`src/design/c8_pkg.sv`:
```
// shared constants, types and helper functions for the chip8 instruction step unit
// no dependencies
package c8_pkg;

  localparam int MEM_BYTES      = 4096;
  localparam int AW             = $clog2(MEM_BYTES);
  localparam int STACK_DEPTH    = 16;
  localparam int SIW            = $clog2(STACK_DEPTH);
  localparam int SPW            = $clog2(STACK_DEPTH + 1);
  localparam int DISP_W         = 64;
  localparam int DISP_H         = 32;
  localparam int DAW            = $clog2(DISP_H);
  localparam int DXW            = $clog2(DISP_W);
  localparam int FONT_BYTES     = 80;

  localparam logic [AW-1:0] PROG_START = AW'(12'h200);
  localparam logic [15:0]   OPC_CLS    = 16'h00E0;
  localparam logic [15:0]   OPC_RET    = 16'h00EE;

  typedef enum logic [1:0] {
    OP_EXEC = 2'd0,
    OP_LOAD = 2'd1,
    OP_ROW  = 2'd2,
    OP_REG  = 2'd3
  } op_t;

  typedef enum logic [2:0] {
    ST_OK        = 3'd0,
    ST_UNDERFLOW = 3'd1,
    ST_OVERFLOW  = 3'd2,
    ST_REFUSED   = 3'd3,
    ST_KEY_WAIT  = 3'd4
  } status_t;

  // main memory request: one write port and one read port per cycle
  typedef struct packed {
    logic          we;
    logic [AW-1:0] waddr;
    logic [7:0]    wdata;
    logic [AW-1:0] raddr;
  } mem_req_t;

  // display memory request
  typedef struct packed {
    logic              we;
    logic              clr;
    logic [DAW-1:0]    waddr;
    logic [DISP_W-1:0] wdata;
    logic [DAW-1:0]    raddr;
  } disp_req_t;

  function automatic logic [7:0] font_byte(input logic [6:0] idx);
    logic [7:0] b;
    unique case (idx)
      7'd0, 7'd4, 7'd10, 7'd12, 7'd14, 7'd15, 7'd17, 7'd19, 7'd22, 7'd25, 7'd27,
      7'd29, 7'd30, 7'd32, 7'd34, 7'd35, 7'd40, 7'd42, 7'd44, 7'd45, 7'd47, 7'd49,
      7'd50, 7'd52, 7'd60, 7'd64, 7'd70, 7'd72, 7'd74, 7'd75, 7'd77: b = 8'hF0;
      7'd1, 7'd2, 7'd3, 7'd20, 7'd21, 7'd33, 7'd41, 7'd43, 7'd46, 7'd51, 7'd53,
      7'd54, 7'd56, 7'd58, 7'd66, 7'd67, 7'd68: b = 8'h90;
      7'd5, 7'd7, 7'd8, 7'd37: b = 8'h20;
      7'd6: b = 8'h60;
      7'd9: b = 8'h70;
      7'd11, 7'd16, 7'd18, 7'd23, 7'd24, 7'd28, 7'd36, 7'd48: b = 8'h10;
      7'd13, 7'd26, 7'd31, 7'd61, 7'd62, 7'd63, 7'd71, 7'd73, 7'd76, 7'd78,
      7'd79: b = 8'h80;
      7'd38, 7'd39: b = 8'h40;
      7'd55, 7'd57, 7'd59, 7'd65, 7'd69: b = 8'hE0;
      default: b = 8'h00;
    endcase
    return b;
  endfunction

  // hundreds, tens, units of an 8-bit value
  function automatic logic [11:0] bcd8(input logic [7:0] v);
    logic [1:0] h;
    logic [7:0] r;
    logic [3:0] t;
    logic [7:0] u;
    h = (v >= 8'd200) ? 2'd2 : ((v >= 8'd100) ? 2'd1 : 2'd0);
    r = v - 8'(h * 100);
    t = 4'd0;
    for (int k = 1; k < 10; k++) begin
      if (r >= 8'(k * 10)) t = 4'(k);
    end
    u = r - 8'(t * 10);
    return {2'b00, h, t, u[3:0]};
  endfunction

  function automatic logic [3:0] first_key(input logic [15:0] keys);
    logic [3:0] k;
    k = 4'd0;
    for (int i = 15; i >= 0; i--) begin
      if (keys[i]) k = 4'(i);
    end
    return k;
  endfunction

endpackage

```
`src/design/c8_disp_mem.sv`:
```
// 32 x 64 display row memory with registered read and per-row valid bits
// a row that is not valid reads as blank; uses c8_pkg
module c8_disp_mem (
  input  logic                      clk,
  input  logic                      rst_n,
  input  c8_pkg::disp_req_t         req,
  output logic [c8_pkg::DISP_W-1:0] rdata
);

  logic [c8_pkg::DISP_W-1:0] mem [c8_pkg::DISP_H];
  logic [c8_pkg::DISP_H-1:0] valid_r, valid_nxt;
  logic [c8_pkg::DISP_W-1:0] rdata_r;
  logic                      rvalid_r;

  always_comb begin
    valid_nxt = valid_r;
    if (req.clr) begin
      valid_nxt = '0;
    end else if (req.we) begin
      valid_nxt[req.waddr] = 1'b1;
    end
  end

  always_ff @(posedge clk) begin
    if (!rst_n) begin
      valid_r <= '0;
    end else begin
      valid_r <= valid_nxt;
    end
  end

  always_ff @(posedge clk) begin
    if (req.we) begin
      mem[req.waddr] <= req.wdata;
    end
    rdata_r  <= mem[req.raddr];
    rvalid_r <= valid_r[req.raddr];
  end

  assign rdata = rvalid_r ? rdata_r : '0;

endmodule
```
`config.mk`:
```
export PLATFORM = sky130hd
export DESIGN_NAME = c8_disp_mem
export DESIGN_NICKNAME = d
export VERILOG_FILES = /design/src/design/c8_pkg.sv /design/src/design/c8_disp_mem.sv
export SDC_FILE = /design/constraint.sdc
export NUM_CORES = 2
export LEC_CHECK = 0
export BUFFER_PORTS_ARGS = -buffer_cell sky130_fd_sc_hd__buf_2
export CORE_UTILIZATION = 55
export DETAILED_ROUTE_END_ITERATION = 8
export MAX_ROUTING_LAYER = met4
export PLACE_DENSITY = 0.71
export SLEW_MARGIN = 10
export SYNTH_ARGS = -nofsm -noshare
export SYNTH_HDL_FRONTEND = slang
export SYNTH_SLANG_ARGS = --single-unit
```
`constraint.sdc`:
```
create_clock -name clk -period 5.75 [get_ports clk]
set_input_delay 0.575 -clock clk [delete_from_list [all_inputs] [get_ports clk]]
set_output_delay 0.575 -clock clk [all_outputs]
set_load 0.005 [all_outputs]
```
==> qor.txt <==
Status: finished clean
Post-Synthesis Cells: 3939
Distinct cell type count after synthesis: 29
TritonCTS clock tree: done
Reg2Reg Depth: 4
Gr ovfl total: 0
Total number of vias: 40100
First-pass GRT wire length: 279.7 mm
I/O Buffers: 141
Worst EP required: 5.18 ns
Critical-path cell with the highest stage delay: dfxtp_4
Worst VDD drop: 0.3132 mV
Crit path kind: reg2out
Pleak: 30.03 nW
Hold_sp: req[3]
H-tree depth: 4
Post-route setup TNS: 0 ns
Die width: 385.4 µm
Util after Layout: 0.6242
Post-synth ARST share: 0
Endpoints failing setup: 0
Cell Chain, Critical Path: and2_1 -> buf_2
Startpoint types: register
Worst skew pair latency: 0.85 ns
CP peak stage delay: 1.02 ns
Initial DRT Pass Iterations: 6
Worst Hold Slack: 0.1318 ns
Die Y: 385.4 µm
Area Growth Syn to Fin: 12.56%
Initial DRC count: 4677
Area after DPL: 84150 µm²
Synthesized net count: 4017
Nets: 4216
Power per Cell Area: 355.7 nW/µm²
Max_cap viols: 0
FF+latch area: 63440 µm²
DIE AREA: 148500 µm²
Avg WL per Cell: 31.13 µm
Main synth FF type: edfxtp_1
Hold path cells: 3
Critical R2R Capture: rvalid_r$_DFF_P_
Sequential share of the synthesized area: 0.7849
Minimum clock period: 3.142 ns
Most common cell after layout, fill and taps aside: edfxtp_1
Worst setup EP type: output port
Initial antenna violation count: 13
Synth Area per Inst: 20.52 µm²
Total design power: 32.36 mW
Number of filler cells placed in the layout: 9864
Multi-input gate area: 16570 µm²
Crit-path max FO: 64
DRC errors left: 0
Number of synthesized flops with an enable pin: 2048
Initial core utilization: 0.5546
Clk root buf: clkbuf_16
Synthesis warning total: 0
Post-Route WL: 194.5 mm
Normalized max-slew margin: 0.1704
Yosys reg bits: 2145
Reg2reg setup slack: 4.15 ns
R2r startpoint: valid_r[15]$_SDFFE_PP0P_
Number of global-route vias before repair: 40110
Leading cell types in the layout, fill and taps excluded: edfxtp_1, mux2i_1, a22oi_1, mux4_2, clkbuf_16
Row count: 140
Global-route usage over all layers: 0.2725
Final Max Tran Viols: 0
Dpl hpwl: 99.91 mm
Vias/cell: 6.416
Largest net degree at the start of global routing: 98
CP arrival: 2.57 ns
Max Freq: 0.3183 GHz
Hold Path End: rdata_r[31]$_DFF_P_
Post-CTS Setup Repair Bufs: 0
Clock tree buffer depth: 3
Final GP Congestion: 0.7888
Final non-filler cell area: 90980 µm²
Detail Route Antenna Nets: 0
RSZ-0062 raised after global routing: no
CTS Buf Count: 203
I/O pins: 142
Total core area: 145700 µm²
Worst hold-check path type: in2reg
Period utilization: 0.5465
Clock Sinks: 2145
Hold-fix buffers, CTS: 0
Slew @ Worst Pin: 1.243 ns
Post-Synthesis Cell Area: 80830 µm²
Post-CTS resize count: 0
Skew final: 0.02529 ns
Hold Vio Cnt, Final: 0
Share of cells above drive strength 1: 0.1944
Worst-path clk slew: 0.06 ns
==> routing by layer <==
layer | vias up | part of all wire | track usage
met4 | 0 | 0.029 | 0.08095
met3 | 319 | 0.083 | 0.04497
met2 | 1895 | 0.49 | 0.4329
met5 | - | 0 | -
li1 | 16770 | - | -
met1 | 21120 | 0.40 | 0.3659
==> how the worst max path moves through the flow <==
stage / slack (ns) / start / endpoint
global route: 2.54 / rvalid_r$_DFF_P_ / rdata[29]
floorplan: 1.32 / req[69] / mem[12][0]$_DFFE_PP_
global placement: 2.13 / req[1] / rdata_r[37]$_DFF_P_
detailed placement: 2.07 / req[1] / rdata_r[24]$_DFF_P_
CTS: 2.62 / rvalid_r$_DFF_P_ / rdata[29]
finish: 2.61 / rvalid_r$_DFF_P_ / rdata[29]
==> metrics by stage <==
step	std cells	worst slack, ns
floorplan	3939	1.320
global placement	5850	2.128
detailed placement	5850	2.072
CTS	6238	2.616
global route	6245	2.538
finish	6250	2.608
==> cell families (layout without fill, tap and decap cells) <==
| family | after synthesis | in the layout | synth area share |
|---|---|---|---|
| AO/OA/AOI/OAI | 463 | 463 | 0.04274 |
| buffers and inverters | 231 | 613 | 0.01412 |
| flip-flops | 2145 | 2145 | 0.7849 |
| multiplexers | 780 | 780 | 0.1368 |
| other | 0 | 12 | 0 |
| AND/OR/NAND/NOR | 320 | 320 | 0.02139 |
==> registers in the layout, summed over array words and instances, names as in the netlist <==
name and flops:
mem 2048, rdata_r 64, valid_r 32, rvalid_r 1
==> power by group <==
group,switching [mW],internal (mW),leakage (nW)
sequential,0.114,17.3,19.3
combinational,0.924,0.502,7.46
clock,5.68,7.80,3.32
==> critical path, delay by kind of cell (launching register included) <==
family / cells / cell delay [ns]
buf+inv: 1 / 0.20
flops: 1 / 1.02
simple gates: 1 / 0.49
==> final cells by class <==
| class | instances | area share |
|---|---|---|
| flip-flops and latches | 2145 | 0.6974 |
| repair buffers | 225 | 0.01909 |
| diodes | 12 | 0.0003301 |
| clock inverters | 97 | 0.01173 |
| well taps | 1917 | 0.02636 |
| multi-input cells | 1563 | 0.1822 |
| clock buffers | 291 | 0.06293 |
==> synthesized netlist by cell type (3+ instances only) <==
cell type	n	area, µm²
a32oi_1	4	35.03
nor2b_1	18	112.6
dfxtp_1	97	1942
buf_2	75	375.4
a22oi_1	333	2500
nand3_1	125	625.6
nor3_1	3	15.01
a22o_1	41	359.1
nor2_1	41	153.9
mux2i_1	520	5205
or3b_2	3	26.28
edfxtp_1	2048	61500
o21a_1	32	240.2
and2_1	72	450.4
mux4_2	260	5856
clkbuf_1	102	382.9
nand2_1	14	52.55
a21oi_1	9	45.04
nand4_1	31	193.9
buf_1	17	63.81
a31oi_1	44	275.3
buf_6	11	123.9
nand3b_1	5	37.54
buf_4	26	195.2
No activity file was read; power rests on OpenSTA's default activity.
